File: config.mk
export PLATFORM = sky130hd
export DESIGN_NAME = rect_grid_first_fit_allocator_core
export DESIGN_NICKNAME = d
export VERILOG_FILES = /design/src/hdl/rgfa_pkg.sv /design/src/hdl/rgfa_store.sv /design/src/hdl/rgfa_win.sv /design/src/hdl/rect_grid_first_fit_allocator_core.sv
export SDC_FILE = /design/constraint.sdc
export NUM_CORES = 1
export LEC_CHECK = 0
export BUFFER_PORTS_ARGS = -buffer_cell sky130_fd_sc_hd__buf_2
export CAP_MARGIN = 0
export CORE_MARGIN = 2
export CORE_UTILIZATION = 64
export CTS_CLUSTER_SIZE = 12
export DETAILED_ROUTE_END_ITERATION = 10
export GPL_TIMING_DRIVEN = 0
export PLACE_DENSITY = 0.81
export SETUP_SLACK_MARGIN = 0.05
export SLEW_MARGIN = 20
export SYNTH_ARGS = -nofsm -noshare
export SYNTH_HDL_FRONTEND = slang
export SYNTH_SLANG_ARGS = --single-unit
File: constraint.sdc
create_clock -name clk -period 8.3 [get_ports clk]
set_clock_uncertainty 0.05 [all_clocks]
set_input_delay 1.66 -clock clk [delete_from_list [all_inputs] [get_ports clk]]
set_output_delay 1.66 -clock clk [all_outputs]
set_load 0.05 [all_outputs]
File: src/hdl/rgfa_pkg.sv
`timescale 1ns / 1ps
package rgfa_pkg;

  localparam int MAX_COLUMNS = 16;
  localparam int MAX_ROWS    = 16;
  localparam int COL_W       = $clog2(MAX_COLUMNS);
  localparam int ROW_W       = $clog2(MAX_ROWS);
  localparam int DIM_W       = 5;
  localparam int POS_W       = 8;
  localparam int REQ_W       = 3;
  localparam int CFG_IDX_W   = 1;

  localparam logic [REQ_W-1:0] REQ_FIND  = 3'd0;
  localparam logic [REQ_W-1:0] REQ_PUT   = 3'd1;
  localparam logic [REQ_W-1:0] REQ_FREE  = 3'd2;
  localparam logic [REQ_W-1:0] REQ_TEST  = 3'd3;
  localparam logic [REQ_W-1:0] REQ_CLEAR = 3'd4;

  localparam logic [CFG_IDX_W-1:0] REG_GRID_WIDTH  = 1'd0;
  localparam logic [CFG_IDX_W-1:0] REG_GRID_HEIGHT = 1'd1;

  typedef logic [MAX_COLUMNS-1:0] row_bits_t;

  typedef struct packed {
    logic             wr_en;
    logic             set_bits;
    logic             clr_all;
    logic [ROW_W-1:0] addr;
    row_bits_t        mask;
  } store_cmd_t;

  function automatic row_bits_t span_mask(input logic [COL_W-1:0] col,
                                          input logic [DIM_W-1:0] n);
    logic [MAX_COLUMNS:0] ones;
    ones = ({{MAX_COLUMNS{1'b0}}, 1'b1} << n) - {{MAX_COLUMNS{1'b0}}, 1'b1};
    return ones[MAX_COLUMNS-1:0] << col;
  endfunction

endpackage

File: src/hdl/rgfa_store.sv
`timescale 1ns / 1ps
module rgfa_store (
  input  logic                          clk,
  input  logic                          rst_n,
  input  rgfa_pkg::store_cmd_t          cmd,
  input  logic [rgfa_pkg::ROW_W-1:0]    raddr,
  output rgfa_pkg::row_bits_t           rdata
);

  rgfa_pkg::row_bits_t rows_r [rgfa_pkg::MAX_ROWS];

  always_ff @(posedge clk) begin
    if (!rst_n || cmd.clr_all) begin
      for (int i = 0; i < rgfa_pkg::MAX_ROWS; i++) begin
        rows_r[i] <= '0;
      end
    end else if (cmd.wr_en) begin
      if (cmd.set_bits) begin
        rows_r[cmd.addr] <= rows_r[cmd.addr] | cmd.mask;
      end else begin
        rows_r[cmd.addr] <= rows_r[cmd.addr] & ~cmd.mask;
      end
    end
  end

  assign rdata = rows_r[raddr];

endmodule

File: src/hdl/rgfa_win.sv
`timescale 1ns / 1ps
module rgfa_win (
  input  rgfa_pkg::row_bits_t           occ_or,
  input  logic [rgfa_pkg::DIM_W-1:0]    grid_w,
  input  logic [rgfa_pkg::DIM_W-1:0]    item_w,
  output logic                          hit,
  output logic [rgfa_pkg::COL_W-1:0]    col
);

  // first free window in a merged row band, lowest column wins
  always_comb begin
    logic [rgfa_pkg::DIM_W:0] span_end;
    logic                     fits;
    hit = 1'b0;
    col = '0;
    for (int c = rgfa_pkg::MAX_COLUMNS - 1; c >= 0; c--) begin
      span_end = (rgfa_pkg::DIM_W + 1)'(c) + {1'b0, item_w};
      fits = (span_end <= {1'b0, grid_w}) &&
             ((occ_or & rgfa_pkg::span_mask(rgfa_pkg::COL_W'(c), item_w)) == '0);
      if (fits) begin
        hit = 1'b1;
        col = rgfa_pkg::COL_W'(c);
      end
    end
  end

endmodule

File: src/hdl/rect_grid_first_fit_allocator_core.sv
`timescale 1ns / 1ps
// First-fit rectangle allocator over a grid of up to 16 by 16 cells, one
// request in, one result out. Timing is set by the single row read port of
// the occupancy store and the subtract unit that turns position into row and
// column: every request first divides by repeated subtraction, then find
// reads h rows per candidate top row and then searches the columns of the
// merged band; put and test read h rows, put then writes h rows; free writes
// its clipped height; clear wipes every row of the store in one write.
// A result waits in an output register; the next item is taken once the
// current one is finished.
module rect_grid_first_fit_allocator_core (
  input  logic                              clk,
  input  logic                              rst_n,
  input  logic                              in_tvalid,
  output logic                              in_tready,
  input  logic [23:0]                       in_tdata,  // position, item_width, item_height
  input  logic [rgfa_pkg::REQ_W-1:0]        in_tuser,  // req_type
  output logic                              out_tvalid,
  input  logic                              out_tready,
  output logic [7:0]                        out_tdata, // found_position
  output logic                              out_tuser, // success
  input  logic                              cfg_valid,
  output logic                              cfg_ready,
  input  logic [rgfa_pkg::CFG_IDX_W-1:0]    cfg_index,
  input  logic [rgfa_pkg::DIM_W-1:0]        cfg_data
);

  typedef enum logic [6:0] {
    S_IDLE = 7'b0000001,
    S_DIV  = 7'b0000010,
    S_CHK  = 7'b0000100,
    S_ACC  = 7'b0001000,
    S_EVAL = 7'b0010000,
    S_WR   = 7'b0100000,
    S_DONE = 7'b1000000
  } state_t;

  localparam int DW = rgfa_pkg::DIM_W;
  localparam int PW = rgfa_pkg::POS_W;
  localparam int RW = rgfa_pkg::ROW_W;
  localparam int CW = rgfa_pkg::COL_W;

  state_t                     state_r, state_nxt;
  logic [DW-1:0]              cfg_w_r, cfg_h_r;
  logic [rgfa_pkg::REQ_W-1:0] req_r, req_nxt;
  logic [PW-1:0]              rem_r, rem_nxt;
  logic [RW-1:0]              row_r, row_nxt;
  logic                       pos_ok_r, pos_ok_nxt;
  logic [DW-1:0]              iw_r, iw_nxt, ih_r, ih_nxt;
  logic [RW-1:0]              base_r, base_nxt;
  logic [DW-1:0]              y_r, y_nxt, cnt_r, cnt_nxt;
  rgfa_pkg::row_bits_t        orv_r, orv_nxt, mask_r, mask_nxt;
  logic [PW-1:0]              idx_base_r, idx_base_nxt;
  logic                       ok_r, ok_nxt;
  logic [PW-1:0]              found_r, found_nxt;
  logic                       out_valid_r;
  logic                       out_succ_r;
  logic [PW-1:0]              out_pos_r;

  logic [DW-1:0]              grid_w, grid_h;
  logic [CW-1:0]              col;
  logic                       win_hit;
  logic [CW-1:0]              win_col;
  rgfa_pkg::row_bits_t        rd_data;
  rgfa_pkg::row_bits_t        rect_mask;
  rgfa_pkg::store_cmd_t       cmd;
  logic [RW-1:0]              cur_row;
  logic [DW:0]                row_end, col_end, next_end;
  logic [DW-1:0]              clip_w, clip_h;
  logic                       dims_ok, size_ok;

  assign grid_w = (cfg_w_r > DW'(rgfa_pkg::MAX_COLUMNS)) ?
                  DW'(rgfa_pkg::MAX_COLUMNS) : cfg_w_r;
  assign grid_h = (cfg_h_r > DW'(rgfa_pkg::MAX_ROWS)) ?
                  DW'(rgfa_pkg::MAX_ROWS) : cfg_h_r;

  assign dims_ok  = (grid_w != '0) && (grid_h != '0);
  assign size_ok  = (iw_r != '0) && (ih_r != '0);
  assign col      = rem_r[CW-1:0];
  assign cur_row  = base_r + y_r[RW-1:0];
  assign row_end  = {{(DW + 1 - RW){1'b0}}, row_r} + {1'b0, ih_r};
  assign col_end  = {{(DW + 1 - CW){1'b0}}, col} + {1'b0, iw_r};
  assign next_end = {{(DW + 1 - RW){1'b0}}, base_r} + {1'b0, ih_r} + (DW + 1)'(1);
  assign clip_w   = (col_end > {1'b0, grid_w}) ? (grid_w - {{(DW - CW){1'b0}}, col}) : iw_r;
  assign clip_h   = (row_end > {1'b0, grid_h}) ? (grid_h - {{(DW - RW){1'b0}}, row_r}) : ih_r;
  assign rect_mask = rgfa_pkg::span_mask(col, iw_r);

  rgfa_store u_store (
    .clk   (clk),
    .rst_n (rst_n),
    .cmd   (cmd),
    .raddr (cur_row),
    .rdata (rd_data)
  );

  rgfa_win u_win (
    .occ_or (orv_r),
    .grid_w (grid_w),
    .item_w (iw_r),
    .hit    (win_hit),
    .col    (win_col)
  );

  assign in_tready  = (state_r == S_IDLE);
  assign cfg_ready  = 1'b1;
  assign out_tvalid = out_valid_r;
  assign out_tuser  = out_succ_r;
  assign out_tdata  = out_pos_r;

  always_comb begin
    state_nxt    = state_r;
    req_nxt      = req_r;
    rem_nxt      = rem_r;
    row_nxt      = row_r;
    pos_ok_nxt   = pos_ok_r;
    iw_nxt       = iw_r;
    ih_nxt       = ih_r;
    base_nxt     = base_r;
    y_nxt        = y_r;
    cnt_nxt      = cnt_r;
    orv_nxt      = orv_r;
    mask_nxt     = mask_r;
    idx_base_nxt = idx_base_r;
    ok_nxt       = ok_r;
    found_nxt    = found_r;
    cmd          = '0;
    cmd.addr     = cur_row;
    cmd.mask     = mask_r;
    cmd.set_bits = (req_r == rgfa_pkg::REQ_PUT);

    case (state_r)
      S_IDLE: begin
        if (in_tvalid) begin
          req_nxt    = in_tuser;
          rem_nxt    = in_tdata[7:0];
          iw_nxt     = in_tdata[12:8];
          ih_nxt     = in_tdata[17:13];
          row_nxt    = '0;
          pos_ok_nxt = 1'b0;
          ok_nxt     = 1'b0;
          found_nxt  = '0;
          state_nxt  = S_DIV;
        end
      end

      // position to row and column by repeated subtraction
      S_DIV: begin
        if (!dims_ok) begin
          pos_ok_nxt = 1'b0;
          state_nxt  = S_CHK;
        end else if (rem_r >= {{(PW - DW){1'b0}}, grid_w}) begin
          if (({1'b0, row_r} + (RW + 1)'(1)) == (RW + 1)'(grid_h)) begin
            pos_ok_nxt = 1'b0;
            state_nxt  = S_CHK;
          end else begin
            rem_nxt = rem_r - {{(PW - DW){1'b0}}, grid_w};
            row_nxt = row_r + RW'(1);
          end
        end else begin
          pos_ok_nxt = 1'b1;
          state_nxt  = S_CHK;
        end
      end

      S_CHK: begin
        y_nxt     = '0;
        orv_nxt   = '0;
        state_nxt = S_DONE;
        case (req_r)
          rgfa_pkg::REQ_FIND: begin
            if (dims_ok && size_ok && iw_r <= grid_w && ih_r <= grid_h) begin
              base_nxt     = '0;
              idx_base_nxt = '0;
              state_nxt    = S_ACC;
            end
          end
          rgfa_pkg::REQ_PUT, rgfa_pkg::REQ_TEST: begin
            if (pos_ok_r && size_ok && row_end <= {1'b0, grid_h} &&
                col_end <= {1'b0, grid_w}) begin
              base_nxt  = row_r;
              state_nxt = S_ACC;
            end
          end
          rgfa_pkg::REQ_FREE: begin
            if (pos_ok_r && size_ok) begin
              base_nxt  = row_r;
              mask_nxt  = rgfa_pkg::span_mask(col, clip_w);
              cnt_nxt   = clip_h;
              state_nxt = S_WR;
            end
          end
          rgfa_pkg::REQ_CLEAR: begin
            cmd.clr_all = 1'b1;
            ok_nxt      = dims_ok;
          end
          default: begin
            ok_nxt = 1'b0;
          end
        endcase
      end

      // merge the rows of the band under the rectangle
      S_ACC: begin
        orv_nxt = orv_r | rd_data;
        y_nxt   = y_r + DW'(1);
        if ((y_r + DW'(1)) == ih_r) begin
          state_nxt = S_EVAL;
        end
      end

      S_EVAL: begin
        y_nxt   = '0;
        orv_nxt = '0;
        if (req_r == rgfa_pkg::REQ_FIND) begin
          if (win_hit) begin
            ok_nxt    = 1'b1;
            found_nxt = idx_base_r + {{(PW - CW){1'b0}}, win_col};
            state_nxt = S_DONE;
          end else if (next_end <= {1'b0, grid_h}) begin
            base_nxt     = base_r + RW'(1);
            idx_base_nxt = idx_base_r + {{(PW - DW){1'b0}}, grid_w};
            state_nxt    = S_ACC;
          end else begin
            state_nxt = S_DONE;
          end
        end else if ((orv_r & rect_mask) != '0) begin
          state_nxt = S_DONE;
        end else if (req_r == rgfa_pkg::REQ_PUT) begin
          mask_nxt  = rect_mask;
          cnt_nxt   = ih_r;
          state_nxt = S_WR;
        end else begin
          ok_nxt    = 1'b1;
          state_nxt = S_DONE;
        end
      end

      S_WR: begin
        cmd.wr_en = 1'b1;
        y_nxt     = y_r + DW'(1);
        if ((y_r + DW'(1)) == cnt_r) begin
          ok_nxt    = 1'b1;
          state_nxt = S_DONE;
        end
      end

      S_DONE: begin
        if (!out_valid_r || out_tready) begin
          state_nxt = S_IDLE;
        end
      end

      default: begin
        state_nxt = S_IDLE;
      end
    endcase
  end

  always_ff @(posedge clk) begin
    if (!rst_n) begin
      state_r     <= S_IDLE;
      cfg_w_r     <= DW'(16);
      cfg_h_r     <= DW'(16);
      out_valid_r <= 1'b0;
    end else begin
      state_r <= state_nxt;
      if (cfg_valid && cfg_ready) begin
        case (cfg_index)
          rgfa_pkg::REG_GRID_WIDTH:  cfg_w_r <= cfg_data;
          rgfa_pkg::REG_GRID_HEIGHT: cfg_h_r <= cfg_data;
          default: begin
          end
        endcase
      end
      if (state_r == S_DONE && (!out_valid_r || out_tready)) begin
        out_valid_r <= 1'b1;
      end else if (out_tready) begin
        out_valid_r <= 1'b0;
      end
    end
  end

  always_ff @(posedge clk) begin
    req_r      <= req_nxt;
    rem_r      <= rem_nxt;
    row_r      <= row_nxt;
    pos_ok_r   <= pos_ok_nxt;
    iw_r       <= iw_nxt;
    ih_r       <= ih_nxt;
    base_r     <= base_nxt;
    y_r        <= y_nxt;
    cnt_r      <= cnt_nxt;
    orv_r      <= orv_nxt;
    mask_r     <= mask_nxt;
    idx_base_r <= idx_base_nxt;
    ok_r       <= ok_nxt;
    found_r    <= found_nxt;
    if (state_r == S_DONE && (!out_valid_r || out_tready)) begin
      out_succ_r <= ok_r;
      out_pos_r  <= found_r;
    end
  end

endmodule

==> results of run 1 <==
power by group through the flow:
stage | sequential, µW | combinational (µW) | clock (µW)
floorplan | 2230 | 1410 | 0
global placement | 2250 | 1920 | 0
detailed placement | 2260 | 1950 | 0
CTS | 2220 | 1970 | 1690
global route | 2230 | 2190 | 1770
finish | 2230 | 2050 | 1690
how the worst max path moves through the flow:
stage / from / endpoint / slack, ps / depth (start not counted)
2_1_floorplan: iw_r[2] / found_r[6] / 2590 / 28
3_3_place_gp: iw_r[2] / found_r[5] / 130 / 23
3_5_place_dp: iw_r[2] / found_r[5] / 160 / 23
4_1_cts: iw_r[2] / found_r[5] / 100 / 23
5_1_grt: iw_r[2] / found_r[6] / 120 / 28
6_report: iw_r[2] / found_r[6] / 450 / 28
metrics by stage:
stage / instance area [µm²] / setup slack (ps)
3_5_place_dp: 25000 / 159
3_3_place_gp: 25000 / 128
6_report: 26200 / 452
4_1_cts: 26200 / 102
2_1_floorplan: 24100 / 2590
5_1_grt: 26200 / 124
state kept, by name (all words and copies together) (netlist names), 7 cells and up:
name / count
found_r: 8
idx_base_r: 8
mask_r: 16
orv_r: 16
out_tdata: 8
rem_r: 8
state_r: 7
u_store.rows_r: 256
kinds of logic (layout without fill, tap and decap cells):
| logic type | after synthesis | count (layout) |
|---|---|---|
| XOR/XNOR | 76 | 76 |
| adder cells (fa/ha/maj) | 138 | 138 |
| multiplexers | 120 | 120 |
| other | 1 | 1 |
| AO/OA/AOI/OAI | 529 | 529 |
| buffers and inverters | 241 | 349 |
| flip-flops | 372 | 372 |
| AND/OR/NAND/NOR | 854 | 854 |
what timing repair did:
| action | in CTS | in global routing |
|---|---|---|
| hold endpoints to repair | 0 | 0 |
| gates resized for setup | 0 | 4 |
| setup endpoints to repair | 0 | 4 |
area by class of cell:
class | instances | area [µm²]
clock buffers | 53 | 1110
multi-input cells | 1718 | 12200
flip-flops and latches | 372 | 11000
fillers | 2698 | 11200
plain buffers | 148 | 599
repair buffers | 45 | 225
clock inverters | 10 | 95.1
inverters | 93 | 349
well taps | 511 | 639
worst max-delay path: cells and delay by family (launching register included):
kind / cells / cell delay (ps)
buffers and inverters: 8 / 2200
AOI/OAI and AO/OA: 7 / 1910
adders and majority gates: 4 / 1370
and+or+nand+nor: 8 / 1270
DFF: 1 / 580
xor gates and xnor gates: 1 / 140
metal layers:
layer,global-route usage,routed length (µm),vias up
met5,0,0,-
li1,-,-,8876
met3,0.0818,7950,368
met2,0.661,36300,1507
met1,0.493,27800,9674
met4,0.228,5390,0
Yosys cell counts (18+ instances only):
cell,instances
a21o_1,28
nand3_1,55
xnor2_1,48
nand2b_1,18
edfxtp_1,354
xor2_1,26
o21ai_0,83
a211oi_1,29
nor2_1,406
mux4_2,67
and2_1,20
inv_1,90
mux2_2,19
a21oi_1,133
o211ai_1,22
nor3_1,40
mux2i_1,34
nor2b_1,36
ha_1,128
nand4_1,19
clkbuf_1,116
dfxtp_1,18
nand2_1,164
==> impl_metrics.json, run 1 <==
{
  "synthMuxAreaShare": 0.0856,
  "ioPinCount": 50,
  "internal-power_uw": 3820,
  "r2r_setup_slack_ps": 450,
  "crit_type": "reg2reg",
  "power_density_nw_per_um2": 228,
  "hold_viol": 0,
  "synth_top_family_by_area": "simple AND/OR/NAND/NOR gates",
  "cts_htree_levels": 2,
  "dr_total_vias": 20400,
  "synthAdderAreaFrac": 0.0747,
  "timing.fmax_mhz": 127,
  "die_h_um": 198,
  "synth-compound-area-share": 0.152,
  "hpwl_mm": 56.8,
  "r2r_end": "found_r[6]",
  "grt_pass1_vias": 19900,
  "swShare": 0.361,
  "path_clk_slew_ps": 50,
  "clockPowerShare": 0.284,
  "critPathCaptureType": "register",
  "synthTopCellsByArea": "edfxtp_1 44%, ha_1 6.6%, nor2_1 6.3%, mux4_2 6.3%, a21oi_1 2.8%",
  "mostFrequentLayoutCell": "nor2_1",
  "root_buffer": "clkbuf_16",
  "clk_path_buf_depth": 3,
  "synth_top_cell_by_area": "edfxtp_1",
  "setup_viol": 0,
  "final_cell_mix": "405 x nor2_1, 354 x edfxtp_1, 164 x nand2_1",
  "cts_sinks": 372,
  "firstDrtPassIters": 7,
  "placed_cells": 2887,
  "synth-simple-area-share": 0.163,
  "fin_crit_sh": 0.946,
  "status": "complete, no violations",
  "yosys_warnings": 0,
  "drv_cap": 0,
  "gp_congestion": 1.03,
  "switchingPower_uw": 2150,
  "crit_top_cell": "inv_1",
  "synth.avg_cell_area_um2": 10.3,
  "row_count": 71,
  "cp_data_arrival_time_ps": 8080,
  "final_cells": 2950,
  "yosysUniqueCellTypes": 98,
  "insertion_delay_ps": 580,
  "io_buffers": 42,
  "drc": 0,
  "post-route-util": 0.701,
  "core_area_um2": 37400,
  "worstHoldPathType": "reg2reg",
  "drv_slew": 0,
  "pwr-share-seq": 0.373,
  "synth.cell_area_um2": 24100,
  "critical_path.max_stage_delay_ps": 580,
  "finalSetupTns_ps": 0,
  "synthArstFlopShare": 0,
  "timing.rr.start": "iw_r[2]",
  "wire_per_inst_um": 26.2,
  "area_growth_pct": 8.75,
  "hold_buffers": 0,
  "numCtsBuffers": 40,
  "ys.flop_type": "edfxtp_1",
  "required_ps": 8530,
  "min_from": "found_r[5]",
  "hold_ws_ps": 368,
  "ant_nets": 0,
  "synth_top_area_share": 0.441,
  "die-area_um2": 39200,
  "power_frac_comb": 0.343,
  "whs_path_depth": 0,
  "grt_max_degree": 22,
  "yosysSeqAreaShare": 0.456,
  "postCtsSetupRepairBufs": 0,
  "layout_min_cycle_time_ps": 7850,
  "grt_overflow": 0,
  "diodes": 0,
  "cp_slowest_cell": "edfxtp_1",
  "max_slew_margin": 0.232,
  "grt_pass1_wl_mm": 117,
  "power_uw": 5970,
  "synth_edf_count": 354,
  "startpoint_type": "register",
  "antenna_found_initial": 0,
  "die_x_um": 198,
  "synth-xor-area-share": 0.0287,
  "rsz0062_at_grt": "no",
  "viasPerCell": 6.92,
  "initial_core_util": 0.645,
  "cts_tree": "built",
  "fin_nets": 2594,
  "hold_end": "out_tdata[5]",
  "drt_wl_total_mm": 77.4,
  "grt.total_usage": 0.400,
  "crit_fanout": 14,
  "tightest_slew_ps": 1140,
  "p_leak_uw": 0.00986,
  "peakVddDrop_v": 0.000210,
  "drtIter0Drc": 3106,
  "drive_above_1_share": 0.0992,
  "syn_nets": 2507,
  "netlist_instances": 2331,
  "r2r_cells": 28,
  "ys_ff_latch": 372
}
Power figures use the tool's default switching activity.
==> run 2, diff against run 1 <==
--- a/config.mk
+++ b/config.mk
@@ -8,11 +8,12 @@
 export BUFFER_PORTS_ARGS = -buffer_cell sky130_fd_sc_hd__buf_2
 export CAP_MARGIN = 0
 export CORE_MARGIN = 2
-export CORE_UTILIZATION = 64
+export CORE_UTILIZATION = 58
 export CTS_CLUSTER_SIZE = 12
 export DETAILED_ROUTE_END_ITERATION = 10
 export GPL_TIMING_DRIVEN = 0
-export PLACE_DENSITY = 0.81
+export PLACE_DENSITY = 0.78
+export RECOVER_POWER = 100
 export SETUP_SLACK_MARGIN = 0.05
 export SLEW_MARGIN = 20
 export SYNTH_ARGS = -nofsm -noshare
==> constraint.sdc (replaced) <==
create_clock -name clk -period 7.2 [get_ports clk]
set_clock_uncertainty 0.05 [all_clocks]
set_input_delay 1.44 -clock clk [delete_from_list [all_inputs] [get_ports clk]]
set_output_delay 1.44 -clock clk [all_outputs]
set_load 0.05 [all_outputs]
==> run 2 against run 1 <==
  * Worst hold slack better by 3.2 ps
  * Wire length up 3.6%
  * Utilization down 5.6 points
  * Count of clock-buffer cells in the layout up 2
  * Non-clock buffer count up 10
  * Flip-flop and latch count unchanged
  * Sequential share of layout area down 0.29 points
  * Largest power group unchanged
  * Critical path depth down 5
  * Sequential power up 15%
  * Die area up 10%
  * Global-route usage down 3.4 points
  * Register-to-register slack worse by 410 ps
==> impl_metrics.json, run 2 (synthesis gave the netlist of run 1 again) <==
{
  "layout_min_cycle_time_ps": 7160,
  "firstDrtPassIters": 8,
  "startpoint_type": "register",
  "tightest_slew_ps": 1340,
  "viasPerCell": 6.79,
  "status": "complete, no violations",
  "crit_type": "reg2reg",
  "gp_congestion": 0.996,
  "row_count": 74,
  "drtIter0Drc": 2803,
  "peakVddDrop_v": 0.000256,
  "root_buffer": "clkbuf_16",
  "drc": 0,
  "max_slew_margin": 0.109,
  "timing.fmax_mhz": 140,
  "fin_crit_sh": 0.995,
  "final_cell_mix": "406 x nor2_1, 354 x edfxtp_1, 163 x nand2_1",
  "initial_core_util": 0.589,
  "hpwl_mm": 59.2,
  "numCtsBuffers": 40,
  "pre_cts_slack_ps": -1110,
  "power_uw": 6950,
  "grt_overflow": 0,
  "die_h_um": 208,
  "wire_per_inst_um": 26.9,
  "critPathCaptureType": "register",
  "top_register": "u_store.rows_r",
  "antenna_found_initial": 0,
  "drv_slew": 0,
  "cts_sinks": 372,
  "clk_path_buf_depth": 3,
  "worstHoldPathType": "reg2reg",
  "setup_ws_ps": 38.6,
  "hold_buffers": 0,
  "ioPinCount": 50,
  "io_buffers": 42,
  "p_leak_uw": 0.00989,
  "grt_pass1_vias": 19800,
  "fin_nets": 2604,
  "drive_above_1_share": 0.101,
  "cts_htree_levels": 2,
  "grt_max_degree": 22,
  "path_cells": "clkbuf_4 -> clkinvlp_4 -> ha_1 -> ha_1 -> nor3b_2 -> inv_1 -> clkbuf_4 -> ha_1 -> inv_1 -> a211oi_4 -> mux2i_4 -> clkbuf_4 -> nand2_1 -> o211ai_1 -> a211oi_1 -> or2_2 -> or3_1 -> nor3_1 -> ha_1 -> nor2b_1 -> o21ai_0 -> or3_1 -> a21oi_1",
  "ant_nets": 0,
  "path_clk_slew_ps": 60,
  "reg.largest.list": "u_store.rows_r (256), mask_r (16), orv_r (16)",
  "insertion_delay_ps": 580,
  "cp_slowest_cell": "mux2i_4",
  "hold_viol": 0,
  "cp_data_arrival_time_ps": 7400,
  "required_ps": 7430,
  "final_cell_area_um2": 26400,
  "crit_top_cell": "ha_1",
  "power_density_nw_per_um2": 263,
  "area_growth_pct": 9.50,
  "setup_viol": 0,
  "fill_cells": 3214,
  "dr_total_vias": 20300,
  "crit_fanout": 10,
  "largest_register_ffs": 256,
  "place_area_um2": 25000,
  "mostFrequentLayoutCell": "nor2_1",
  "die-area_um2": 43200,
  "critical_path.max_stage_delay_ps": 500,
  "drv_cap": 0,
  "drt_wl_total_mm": 80.2,
  "cts_tree": "built",
  "grt.total_usage": 0.367,
  "die_x_um": 208,
  "grt_pass1_wl_mm": 120,
  "core_area_um2": 40900,
  "rsz0062_at_grt": "no"
}
[run 2: cell types whose count changed in the layout (fill, tap and decap cells not counted), sizes merged]
cell,before,now
clkinvlp,1,3
buf,76,64
clkinv,11,7
clkbuf,170,194
diode,0,1
bufinv,0,1
[run 2: per-layer routing]
layer | routed length [µm] | track usage | share of wire
met1 | 30400 | 0.474 | 0.38
met2 | 38300 | 0.610 | 0.48
met3 | 7340 | 0.0617 | 0.092
met4 | 4190 | 0.160 | 0.052
met5 | 0 | 0 | 0
[run 2: timing repair]
item	4_1_cts	5_1_grt
pin swaps	0	1
gates resized for setup	11	13
endpoints found under the hold margin	0	0
setup endpoints to repair	51	17
buffers inserted	2	8
[run 2: final cells by class]
class	count	area, µm²	share of cell area
multi-input combinational	1718	12200	0.464
sequential	372	11000	0.416
clock buffer	55	1120	0.0424
tap	532	666	0.0252
buffer	147	607	0.0230
inverter	93	360	0.0137
timing repair buffer	56	298	0.0113
clock inverter	9	110	0.00417
antenna	1	2.50	0.0000948
[run 2: path summary, 6_finish.rpt]
check             cells after the start       start  slack, ps            to
setup / recovery                     23     iw_r[0]         40    found_r[7]
setup reg to reg                     23     iw_r[0]         40    found_r[7]
hold reg to reg                       0  found_r[7]        370  out_tdata[7]
hold / removal                        0  found_r[7]        370  out_tdata[7]
[run 2: worst max-delay path, delay by kind of cell (launching register included)]
| kind | cells | cell delay (ps) |
|---|---|---|
| simple gates | 7 | 1740 |
| buf+inv | 6 | 1630 |
| fa+ha+maj | 4 | 1310 |
| compound gates | 5 | 1130 |
| mux | 1 | 500 |
| flops | 1 | 490 |
[run 2: power by group]
part | internal [µW] | switching (µW)
combinational | 835 | 1560
clock | 1130 | 853
sequential | 2490 | 76.6
[run 2: stage by stage]
stage / utilization / std cells / setup TNS [ps] / hold WS (ps)
6_report: 0.645 / 2983 / 0 / 371
5_1_grt: 0.645 / 2982 / 0 / 377
4_1_cts: 0.642 / 2973 / 0 / 374
3_5_place_dp: 0.611 / 2908 / -15870 / 355
3_3_place_gp: 0.610 / 2905 / -33060 / 355
2_1_floorplan: - / 2331 / 0 / 350
